**config.mk**
```make
export PLATFORM = sky130hd
export DESIGN_NAME = svg_path_absolutizer_flat
export DESIGN_NICKNAME = d
export VERILOG_FILES = /design/src/rtl/core/spa_pkg.sv /design/src/rtl/core/spa_seg_if.sv /design/src/rtl/core/spa_abs_if.sv /design/src/rtl/core/spa_front.sv /design/src/rtl/core/spa_queue.sv /design/src/rtl/core/spa_back.sv /design/src/rtl/core/svg_path_absolutizer.sv /design/src/flat_wrapper.sv
export SDC_FILE = /design/constraint.sdc
export NUM_CORES = 2
export LEC_CHECK = 0
export ABC_AREA = 1
export BUFFER_PORTS_ARGS = -buffer_cell sky130_fd_sc_hd__buf_2
export CORE_ASPECT_RATIO = 1.25
export CORE_MARGIN = 2
export CORE_UTILIZATION = 34
export DETAILED_ROUTE_END_ITERATION = 8
export MAX_ROUTING_LAYER = met4
export PLACE_DENSITY = 0.46
export SKIP_LAST_GASP = 1
export SLEW_MARGIN = 20
export SYNTH_ARGS = -nofsm -noshare
export SYNTH_HDL_FRONTEND = slang
export SYNTH_SLANG_ARGS = --single-unit
```
**constraint.sdc**
```tcl
create_clock -name clk_i -period 21.5 [get_ports clk_i]
set_clock_uncertainty 0.05 [all_clocks]
set_input_delay 5.375 -clock clk_i [delete_from_list [all_inputs] [get_ports clk_i]]
set_output_delay 5.375 -clock clk_i [all_outputs]
set_load 0.1 [all_outputs]
```
**src/rtl/core/spa_pkg.sv**
```systemverilog
`timescale 1ns / 1ps

package spa_pkg;

  // Widths of the segment fields and of the internal coordinate.
  localparam int OP_WIDTH    = 8;
  localparam int ARG_WIDTH   = 32;
  localparam int NUM_ARGS    = 7;
  localparam int COORD_WIDTH = 32;

  // Signed coordinate range, held in 64 bits so that every width up to 64 fits.
  localparam longint COORD_MAX = longint'((65'd1 << (COORD_WIDTH - 1)) - 65'd1);
  localparam longint COORD_MIN = -COORD_MAX - 64'sd1;

  typedef logic [OP_WIDTH-1:0]           op_t;
  typedef logic signed [ARG_WIDTH-1:0]   arg_t;
  typedef logic signed [COORD_WIDTH-1:0] coord_t;

  // Command letters.
  localparam op_t CHAR_A     = 8'h41;
  localparam op_t CHAR_C     = 8'h43;
  localparam op_t CHAR_H     = 8'h48;
  localparam op_t CHAR_L     = 8'h4C;
  localparam op_t CHAR_M     = 8'h4D;
  localparam op_t CHAR_Q     = 8'h51;
  localparam op_t CHAR_S     = 8'h53;
  localparam op_t CHAR_T     = 8'h54;
  localparam op_t CHAR_V     = 8'h56;
  localparam op_t CHAR_Z     = 8'h5A;
  localparam op_t CHAR_LOW_A = 8'h61;
  localparam op_t CHAR_LOW_Z = 8'h7A;
  localparam op_t CASE_STEP  = 8'h20;

  // Segment classes as seen by the execution side.
  typedef enum logic [2:0] {
    KIND_MOVE,
    KIND_PAIRS,
    KIND_ARC,
    KIND_HORIZ,
    KIND_VERT,
    KIND_CLOSE
  } kind_e;

  // One decoded segment waiting in the queue.
  typedef struct packed {
    op_t                       up_op;
    logic                      rel;
    kind_e                     kind;
    logic [1:0]                npairs;
    arg_t [NUM_ARGS-1:0]       args;
  } seg_t;

  // Clamp an operand to the coordinate range.
  function automatic coord_t clamp_arg(arg_t a);
    longint w;
    w = longint'(a);
    if (w > COORD_MAX) begin
      return COORD_WIDTH'(COORD_MAX);
    end else if (w < COORD_MIN) begin
      return COORD_WIDTH'(COORD_MIN);
    end
    return COORD_WIDTH'(w);
  endfunction

  // Saturating add in the coordinate range.
  function automatic coord_t sat_add(coord_t a, coord_t b);
    logic signed [COORD_WIDTH:0] s;
    s = (COORD_WIDTH + 1)'(a) + (COORD_WIDTH + 1)'(b);
    if (s[COORD_WIDTH] != s[COORD_WIDTH-1]) begin
      return s[COORD_WIDTH] ? COORD_WIDTH'(COORD_MIN) : COORD_WIDTH'(COORD_MAX);
    end
    return s[COORD_WIDTH-1:0];
  endfunction

  // Low operand bits of a coordinate, sign extended first when it is narrow.
  function automatic arg_t to_arg(coord_t v);
    logic signed [63:0] w;
    w = 64'(v);
    return w[ARG_WIDTH-1:0];
  endfunction

endpackage

```
**src/rtl/core/spa_seg_if.sv**
```systemverilog
`timescale 1ns / 1ps

// Input channel: one path segment per item.
interface spa_seg_if;
  logic          valid;
  logic          ready;
  spa_pkg::op_t  op;
  spa_pkg::arg_t arg0;
  spa_pkg::arg_t arg1;
  spa_pkg::arg_t arg2;
  spa_pkg::arg_t arg3;
  spa_pkg::arg_t arg4;
  spa_pkg::arg_t arg5;
  spa_pkg::arg_t arg6;

  modport source (output valid, op, arg0, arg1, arg2, arg3, arg4, arg5, arg6, input ready);
  modport sink   (input valid, op, arg0, arg1, arg2, arg3, arg4, arg5, arg6, output ready);
endinterface

```
**src/rtl/core/spa_abs_if.sv**
```systemverilog
`timescale 1ns / 1ps

// Output channel: one absolute segment per item.
interface spa_abs_if;
  logic          valid;
  logic          ready;
  spa_pkg::op_t  abs_op;
  spa_pkg::arg_t res0;
  spa_pkg::arg_t res1;
  spa_pkg::arg_t res2;
  spa_pkg::arg_t res3;
  spa_pkg::arg_t res4;
  spa_pkg::arg_t res5;
  spa_pkg::arg_t res6;

  modport source (output valid, abs_op, res0, res1, res2, res3, res4, res5, res6,
                  input ready);
  modport sink   (input valid, abs_op, res0, res1, res2, res3, res4, res5, res6,
                  output ready);
endinterface

```
**src/rtl/core/spa_front.sv**
```systemverilog
`timescale 1ns / 1ps

module spa_front (
  spa_seg_if.sink          seg_i,
  input  logic             q_full_i,
  output logic             push_o,
  output spa_pkg::seg_t    push_seg_o
);

  spa_pkg::op_t up;
  logic         rel;
  logic         known;

  // Take items whenever the queue has room; unknown letters are dropped here.
  assign seg_i.ready = !q_full_i;
  assign push_o      = seg_i.valid && !q_full_i && known;

  // Fold lower case to upper case and classify the command.
  always_comb begin
    rel = (seg_i.op >= spa_pkg::CHAR_LOW_A) && (seg_i.op <= spa_pkg::CHAR_LOW_Z);
    up  = rel ? (seg_i.op - spa_pkg::CASE_STEP) : seg_i.op;

    known             = 1'b1;
    push_seg_o.up_op  = up;
    push_seg_o.rel    = rel;
    push_seg_o.kind   = spa_pkg::KIND_PAIRS;
    push_seg_o.npairs = 2'd1;
    push_seg_o.args   = {seg_i.arg6, seg_i.arg5, seg_i.arg4, seg_i.arg3,
                         seg_i.arg2, seg_i.arg1, seg_i.arg0};

    case (up)
      spa_pkg::CHAR_M: begin
        push_seg_o.kind = spa_pkg::KIND_MOVE;
      end
      spa_pkg::CHAR_L, spa_pkg::CHAR_T: begin
        push_seg_o.kind = spa_pkg::KIND_PAIRS;
      end
      spa_pkg::CHAR_Q, spa_pkg::CHAR_S: begin
        push_seg_o.npairs = 2'd2;
      end
      spa_pkg::CHAR_C: begin
        push_seg_o.npairs = 2'd3;
      end
      spa_pkg::CHAR_A: begin
        push_seg_o.kind = spa_pkg::KIND_ARC;
      end
      spa_pkg::CHAR_H: begin
        push_seg_o.kind = spa_pkg::KIND_HORIZ;
      end
      spa_pkg::CHAR_V: begin
        push_seg_o.kind = spa_pkg::KIND_VERT;
      end
      spa_pkg::CHAR_Z: begin
        push_seg_o.kind = spa_pkg::KIND_CLOSE;
      end
      default: begin
        known = 1'b0;
      end
    endcase
  end

endmodule

```
**src/rtl/core/spa_queue.sv**
```systemverilog
`timescale 1ns / 1ps

module spa_queue (
  input  logic          clk_i,
  input  logic          rst_ni,
  input  logic          push_i,
  input  spa_pkg::seg_t push_seg_i,
  output logic          full_o,
  input  logic          pop_i,
  output logic          empty_o,
  output spa_pkg::seg_t pop_seg_o
);

  spa_pkg::seg_t mem_q [2];
  logic          wr_ptr_q, wr_ptr_d;
  logic          rd_ptr_q, rd_ptr_d;
  logic [1:0]    count_q, count_d;

  assign full_o    = (count_q == 2'd2);
  assign empty_o   = (count_q == 2'd0);
  assign pop_seg_o = mem_q[rd_ptr_q];

  // Pointer and fill count update.
  always_comb begin
    wr_ptr_d = push_i ? !wr_ptr_q : wr_ptr_q;
    rd_ptr_d = pop_i ? !rd_ptr_q : rd_ptr_q;
    count_d  = count_q;
    if (push_i && !pop_i) begin
      count_d = count_q + 2'd1;
    end else if (!push_i && pop_i) begin
      count_d = count_q - 2'd1;
    end
  end

  always_ff @(posedge clk_i or negedge rst_ni) begin
    if (!rst_ni) begin
      wr_ptr_q <= 1'b0;
      rd_ptr_q <= 1'b0;
      count_q  <= 2'd0;
    end else begin
      wr_ptr_q <= wr_ptr_d;
      rd_ptr_q <= rd_ptr_d;
      count_q  <= count_d;
    end
  end

  // Entry storage.
  always_ff @(posedge clk_i) begin
    if (push_i) begin
      mem_q[wr_ptr_q] <= push_seg_i;
    end
  end

endmodule

```
**src/rtl/core/spa_back.sv**
```systemverilog
`timescale 1ns / 1ps

module spa_back (
  input  logic            clk_i,
  input  logic            rst_ni,
  input  logic            q_empty_i,
  input  spa_pkg::seg_t   q_seg_i,
  output logic            pop_o,
  spa_abs_if.source       abs_o
);

  spa_pkg::coord_t pen_x_q, pen_x_d;
  spa_pkg::coord_t pen_y_q, pen_y_d;
  spa_pkg::coord_t sub_x_q, sub_x_d;
  spa_pkg::coord_t sub_y_q, sub_y_d;

  spa_pkg::coord_t a   [spa_pkg::NUM_ARGS];
  spa_pkg::coord_t r   [spa_pkg::NUM_ARGS];

  logic                                 out_valid_q;
  spa_pkg::op_t                         out_op_q;
  spa_pkg::arg_t [spa_pkg::NUM_ARGS-1:0] out_res_q, out_res_d;

  // Execute the head entry whenever the output register is free or being drained.
  assign pop_o = !q_empty_i && (!out_valid_q || abs_o.ready);

  // Offset operands by the current point and work out the new pen.
  always_comb begin
    spa_pkg::coord_t base;
    spa_pkg::coord_t sum;
    logic            used;
    logic            offset;

    for (int i = 0; i < spa_pkg::NUM_ARGS; i++) begin
      a[i]   = spa_pkg::clamp_arg(q_seg_i.args[i]);
      base   = ((i % 2) == 1) ? pen_y_q : pen_x_q;
      used   = 1'b0;
      offset = q_seg_i.rel;
      case (q_seg_i.kind)
        spa_pkg::KIND_MOVE, spa_pkg::KIND_PAIRS: begin
          used = (i < 2 * int'(q_seg_i.npairs));
        end
        spa_pkg::KIND_ARC: begin
          used   = 1'b1;
          offset = q_seg_i.rel && (i >= 5);
          base   = (i == 5) ? pen_x_q : pen_y_q;
        end
        spa_pkg::KIND_HORIZ: begin
          used = (i == 0);
          base = pen_x_q;
        end
        spa_pkg::KIND_VERT: begin
          used = (i == 0);
          base = pen_y_q;
        end
        default: begin
          used = 1'b0;
        end
      endcase
      sum  = spa_pkg::sat_add(a[i], base);
      r[i] = !used ? '0 : (offset ? sum : a[i]);
    end

    pen_x_d = pen_x_q;
    pen_y_d = pen_y_q;
    sub_x_d = sub_x_q;
    sub_y_d = sub_y_q;
    case (q_seg_i.kind)
      spa_pkg::KIND_MOVE, spa_pkg::KIND_PAIRS: begin
        case (q_seg_i.npairs)
          2'd2: begin
            pen_x_d = r[2];
            pen_y_d = r[3];
          end
          2'd3: begin
            pen_x_d = r[4];
            pen_y_d = r[5];
          end
          default: begin
            pen_x_d = r[0];
            pen_y_d = r[1];
          end
        endcase
        if (q_seg_i.kind == spa_pkg::KIND_MOVE) begin
          sub_x_d = pen_x_d;
          sub_y_d = pen_y_d;
        end
      end
      spa_pkg::KIND_ARC: begin
        pen_x_d = r[5];
        pen_y_d = r[6];
      end
      spa_pkg::KIND_HORIZ: begin
        pen_x_d = r[0];
      end
      spa_pkg::KIND_VERT: begin
        pen_y_d = r[0];
      end
      default: begin
        pen_x_d = sub_x_q;
        pen_y_d = sub_y_q;
      end
    endcase

    for (int i = 0; i < spa_pkg::NUM_ARGS; i++) begin
      out_res_d[i] = spa_pkg::to_arg(r[i]);
    end
  end

  // Current point, subpath start and output valid.
  always_ff @(posedge clk_i or negedge rst_ni) begin
    if (!rst_ni) begin
      pen_x_q     <= '0;
      pen_y_q     <= '0;
      sub_x_q     <= '0;
      sub_y_q     <= '0;
      out_valid_q <= 1'b0;
    end else begin
      if (pop_o) begin
        pen_x_q <= pen_x_d;
        pen_y_q <= pen_y_d;
        sub_x_q <= sub_x_d;
        sub_y_q <= sub_y_d;
      end
      if (pop_o) begin
        out_valid_q <= 1'b1;
      end else if (abs_o.ready) begin
        out_valid_q <= 1'b0;
      end
    end
  end

  // Output payload register.
  always_ff @(posedge clk_i) begin
    if (pop_o) begin
      out_op_q  <= q_seg_i.up_op;
      out_res_q <= out_res_d;
    end
  end

  assign abs_o.valid  = out_valid_q;
  assign abs_o.abs_op = out_op_q;
  assign abs_o.res0   = out_res_q[0];
  assign abs_o.res1   = out_res_q[1];
  assign abs_o.res2   = out_res_q[2];
  assign abs_o.res3   = out_res_q[3];
  assign abs_o.res4   = out_res_q[4];
  assign abs_o.res5   = out_res_q[5];
  assign abs_o.res6   = out_res_q[6];

endmodule

```
**src/rtl/core/svg_path_absolutizer.sv**
```systemverilog
`timescale 1ns / 1ps

// Channel  Direction  Payload                       Handshake
// seg_i    in         op, arg0..arg6                seg_i.valid / seg_i.ready
// abs_o    out        abs_op, res0..res6            abs_o.valid / abs_o.ready
//
// One segment per cycle sustained while abs_o.ready stays high; a result is
// held in the queue and then in the output register after its segment is taken.
// The current point updates in the execution stage, which sets the rate.
// Reset clears the current point, the subpath start, the queue and the output.
// Input and output stall on their own through a two-entry queue.

module svg_path_absolutizer (
  input  logic       clk_i,
  input  logic       rst_ni,
  spa_seg_if.sink    seg_i,
  spa_abs_if.source  abs_o
);

  logic          push;
  logic          pop;
  logic          q_full;
  logic          q_empty;
  spa_pkg::seg_t push_seg;
  spa_pkg::seg_t head_seg;

  spa_front u_front (
    .seg_i      (seg_i),
    .q_full_i   (q_full),
    .push_o     (push),
    .push_seg_o (push_seg)
  );

  spa_queue u_queue (
    .clk_i      (clk_i),
    .rst_ni     (rst_ni),
    .push_i     (push),
    .push_seg_i (push_seg),
    .full_o     (q_full),
    .pop_i      (pop),
    .empty_o    (q_empty),
    .pop_seg_o  (head_seg)
  );

  spa_back u_back (
    .clk_i     (clk_i),
    .rst_ni    (rst_ni),
    .q_empty_i (q_empty),
    .q_seg_i   (head_seg),
    .pop_o     (pop),
    .abs_o     (abs_o)
  );

endmodule
```
**src/flat_wrapper.sv**
```systemverilog
// flat-port wrapper written by rule: the top's interface ports become plain ports
module svg_path_absolutizer_flat 
  (clk_i, rst_ni, seg_i_valid, seg_i_op, seg_i_arg0, seg_i_arg1, seg_i_arg2, seg_i_arg3, seg_i_arg4, seg_i_arg5, seg_i_arg6, seg_i_ready, abs_o_valid, abs_o_abs_op, abs_o_res0, abs_o_res1, abs_o_res2, abs_o_res3, abs_o_res4, abs_o_res5, abs_o_res6, abs_o_ready);
  spa_seg_if seg_i_i ();
  spa_abs_if abs_o_i ();
  input  logic clk_i;
  input  logic rst_ni;
  input wire logic [$bits(seg_i_i.valid)-1:0] seg_i_valid;
  input wire logic [$bits(seg_i_i.op)-1:0] seg_i_op;
  input wire logic [$bits(seg_i_i.arg0)-1:0] seg_i_arg0;
  input wire logic [$bits(seg_i_i.arg1)-1:0] seg_i_arg1;
  input wire logic [$bits(seg_i_i.arg2)-1:0] seg_i_arg2;
  input wire logic [$bits(seg_i_i.arg3)-1:0] seg_i_arg3;
  input wire logic [$bits(seg_i_i.arg4)-1:0] seg_i_arg4;
  input wire logic [$bits(seg_i_i.arg5)-1:0] seg_i_arg5;
  input wire logic [$bits(seg_i_i.arg6)-1:0] seg_i_arg6;
  output wire logic [$bits(seg_i_i.ready)-1:0] seg_i_ready;
  output wire logic [$bits(abs_o_i.valid)-1:0] abs_o_valid;
  output wire logic [$bits(abs_o_i.abs_op)-1:0] abs_o_abs_op;
  output wire logic [$bits(abs_o_i.res0)-1:0] abs_o_res0;
  output wire logic [$bits(abs_o_i.res1)-1:0] abs_o_res1;
  output wire logic [$bits(abs_o_i.res2)-1:0] abs_o_res2;
  output wire logic [$bits(abs_o_i.res3)-1:0] abs_o_res3;
  output wire logic [$bits(abs_o_i.res4)-1:0] abs_o_res4;
  output wire logic [$bits(abs_o_i.res5)-1:0] abs_o_res5;
  output wire logic [$bits(abs_o_i.res6)-1:0] abs_o_res6;
  input wire logic [$bits(abs_o_i.ready)-1:0] abs_o_ready;
  assign seg_i_i.valid = seg_i_valid;
  assign seg_i_i.op = seg_i_op;
  assign seg_i_i.arg0 = seg_i_arg0;
  assign seg_i_i.arg1 = seg_i_arg1;
  assign seg_i_i.arg2 = seg_i_arg2;
  assign seg_i_i.arg3 = seg_i_arg3;
  assign seg_i_i.arg4 = seg_i_arg4;
  assign seg_i_i.arg5 = seg_i_arg5;
  assign seg_i_i.arg6 = seg_i_arg6;
  assign seg_i_ready = seg_i_i.ready;
  assign abs_o_valid = abs_o_i.valid;
  assign abs_o_abs_op = abs_o_i.abs_op;
  assign abs_o_res0 = abs_o_i.res0;
  assign abs_o_res1 = abs_o_i.res1;
  assign abs_o_res2 = abs_o_i.res2;
  assign abs_o_res3 = abs_o_i.res3;
  assign abs_o_res4 = abs_o_i.res4;
  assign abs_o_res5 = abs_o_i.res5;
  assign abs_o_res6 = abs_o_i.res6;
  assign abs_o_i.ready = abs_o_ready;
  svg_path_absolutizer u_core (.clk_i(clk_i), .rst_ni(rst_ni), .seg_i(seg_i_i), .abs_o(abs_o_i));
endmodule
```
==> flow_summary.ini <==
[outcome]
status = complete, no violations

[run]
cap_violations = 0

[detailed_routing]
drc = 0
ant_nets = 0
wire_per_inst_microns = 26.6
drtIter0Drc = 4354
viasPerCell = 5.23
wirelength_microns = 246000
vias = 48359
dr.pass1.iters = 6

[logic_synthesis]
ys_warn_count = 0
ys_seq_area_frac = 0.466
synth_area_leaders = edfxtp_1, nand2_1, dfrtp_1, ha_1, inv_1
ys_top_cells_by_count = nand2_1, edfxtp_1, inv_1
yosysTopAreaCellShare = 0.403
yosysMostFrequentCell = nand2_1
avgSynthCellArea_sq_um = 7.85
postSynthCellCount = 6716
yosysTopAreaCell = edfxtp_1
syn-num-nets = 7185
synth-edff-count = 708
synth_area_sq_mm = 0.0527
synthFlopType = edfxtp_1
synthDistinctLibCells = 58
async_flop_share = 0.158
synth-seq-cells = 841

[sta]
rsz0062_at_grt = no
tightest_slew_ns = 1.27
fmax_ghz = 0.112
setup_tns_ns = 0
hold_violations = 0
setup_violations = 0
timing.final.crit_share = 0.414
fin_ws_ns = 12.60
layout_min_cycle_time_ns = 8.90
slew_violations = 0
maxSlewHeadroom = 0.146

[clock_network]
cts_buffers = 95
cts_buffer_depth = 3
cts-root-buf = clkbuf_16
cts_sinks = 841
htree_levels = 3
ctsHoldBuffers = 0
post_cts_resized = 0
clk_pin_slew_ns = 0.06
insertion_delay_ns = 0.76
tritoncts = yes
cts_setup_buffers = 0

[global_routing]
grt_first_pass_wirelength_microns = 342000
grt-ovfl-total = 0
grt_pass1_vias = 46517
antenna_found_initial = 20
grt_usage = 0.315
grt_max_degree = 122

[floorplan]
die-height_microns = 444
start_util = 0.343
fp.dieW_microns = 356
row_count = 161
core_area_sq_mm = 0.154
ios = 470
die_area_sq_mm = 0.158

[worst_setup_path]
worstPathRequired_ns = 21.81
worst-r2r-setup-slack_ns = 13.18
cp-end-kind = register
start_kind = input port
cp_max_fo = 52
cp_data_arrival_time_ns = 9.21
path_class = input port to register

[finish]
syn2layout_area_growth_pct = 14.9
drive_above_1_share = 0.109
nFillCells = 16267
num-nets-final = 7593

[placement]
io_buffers = 469
place_congestion = 1.05
place_ws_ns = 11.80
dp_hpwl_microns = 193000

[worst_hold_path]
hp-class = register to register
## through the flow
stage / instances / util / cell area (sq um) / hold slack, ns
after floorplan: 6716 / - / 52700 / 0.392
after detailed placement: 9064 / 0.373 / 57300 / 0.415
final: 9251 / 0.393 / 60500 / 0.427
after CTS: 9242 / 0.393 / 60500 / 0.431
after global placement: 9064 / 0.373 / 57300 / 0.408
after global routing: 9246 / 0.393 / 60500 / 0.439
## cells in the final DEF, fill, tap and decap left out, types with 11 or more instances in the layout
cell type	synthesis	layout
nand2_1	2375	2373
edfxtp_1	708	708
inv_1	664	662
nor2_1	523	518
buf_2	53	468
nand3_1	467	466
a21oi_1	412	410
o21ai_0	344	298
ha_1	226	226
dfrtp_1	133	132
nand3b_1	107	107
xnor2_1	104	104
clkbuf_16	0	97
buf_4	5	74
nand4_1	61	61
xor2_1	61	61
o21bai_1	46	46
o21ai_1	12	41
a31oi_1	41	41
nor3_1	33	32
o21ai_2	5	22
clkinv_1	2	21
and2_1	20	20
a21o_1	18	18
and3_1	17	17
clkbuf_1	121	13
inv_2	13	12
nor4_1	12	12
clkinv_2	0	12
nor2_2	11	11
## final cells by class
type	count	area [sq um]	share of cell area
Timing Repair Buffer	546	2970	0.0490
Antenna cell	9	22.5	0.000372
Tap cell	2037	2550	0.0421
Clock inverter	66	692	0.0114
Inverter	679	2570	0.0424
Multi-Input combinational cell	4961	24700	0.407
Sequential cell	841	24600	0.406
Clock buffer	112	2500	0.0413
## routing by layer
metal | global-route usage | wire [microns] | vias up
li1 | - | - | 23035
met1 | 0.378 | 99400 | 23184
met2 | 0.501 | 115000 | 1723
met3 | 0.0389 | 13900 | 417
met4 | 0.197 | 18100 | 0
met5 | - | 0 | -
## worst max-delay path, cell delays in order
cell	delay [ns]
buf_2	0.14
inv_1	0.11
nor2_1	0.05
nand3_1	0.08
o2111ai_1	0.11
nand3_1	0.11
inv_1	0.08
nand2_1	0.06
nand2_1	0.08
nor2_1	0.11
nand2_1	0.11
nor2_1	0.21
o21ai_0	0.18
nand3_1	0.14
inv_1	0.04
nand2_1	0.09
nand3_1	0.19
inv_8	0.36
buf_4	0.67
buf_4	0.69
## kinds of logic (layout without fill, tap and decap cells)
group                    count (synthesis)  after routing  share of synthesized area
AND/OR/NAND/NOR                       3648           3648                      0.287
AO/OA/AOI/OAI                          914            914                     0.0935
buffers and inverters                  914           1403                     0.0690
flip-flops                             841            841                      0.466
adder cells (fa/ha/maj)                233            233                     0.0563
XOR/XNOR                               165            165                     0.0274
multiplexers                             1              1                   0.000190
other                                    0              9                          0
## final timing paths
kind | cells past startpoint | start | end
max | 20 | seg_i_op[3] | u_core.u_queue.mem_q[0][159]$_DFFE_PP_
min | 2 | u_core.u_back.pen_y_q[16]$_DFFE_PN0P_ | u_core.u_back.pen_y_q[16]$_DFFE_PN0P_
max reg2reg | 33 | u_core.u_queue.rd_ptr_q$_DFFE_PN0P_ | u_core.u_back.pen_y_q[15]$_DFFE_PN0P_
min reg2reg | 2 | u_core.u_back.pen_y_q[16]$_DFFE_PN0P_ | u_core.u_back.pen_y_q[16]$_DFFE_PN0P_
max in group asynchronous | 2 | rst_ni | u_core.u_back.sub_x_q[26]$_DFFE_PN0P_
min in group asynchronous | 1 | rst_ni | u_core.u_back.abs_o.valid$_DFFE_PN0P_
## state kept, by name (all words and copies together) (netlist names)
name,flops
u_core.u_back.abs_o.valid,1
u_core.u_back.abs_o.res1,32
u_core.u_back.pen_x_q,32
u_core.u_queue.rd_ptr_q,1
u_core.u_back.abs_o.res0,32
u_core.u_back.abs_o.res4,32
u_core.u_back.pen_y_q,32
u_core.u_queue.count_q,2
u_core.u_back.abs_o.res2,32
u_core.u_queue.wr_ptr_q,1
u_core.u_queue.mem_q,476
u_core.u_back.sub_y_q,32
u_core.u_back.abs_o.res3,32
u_core.u_back.sub_x_q,32
u_core.u_back.abs_o.res5,32
u_core.u_back.abs_o.abs_op,8
u_core.u_back.abs_o.res6,32
Power is left out: the tool's default activity adds up to more than one toggle a clock period on the data nets, which glitch-free logic cannot reach.
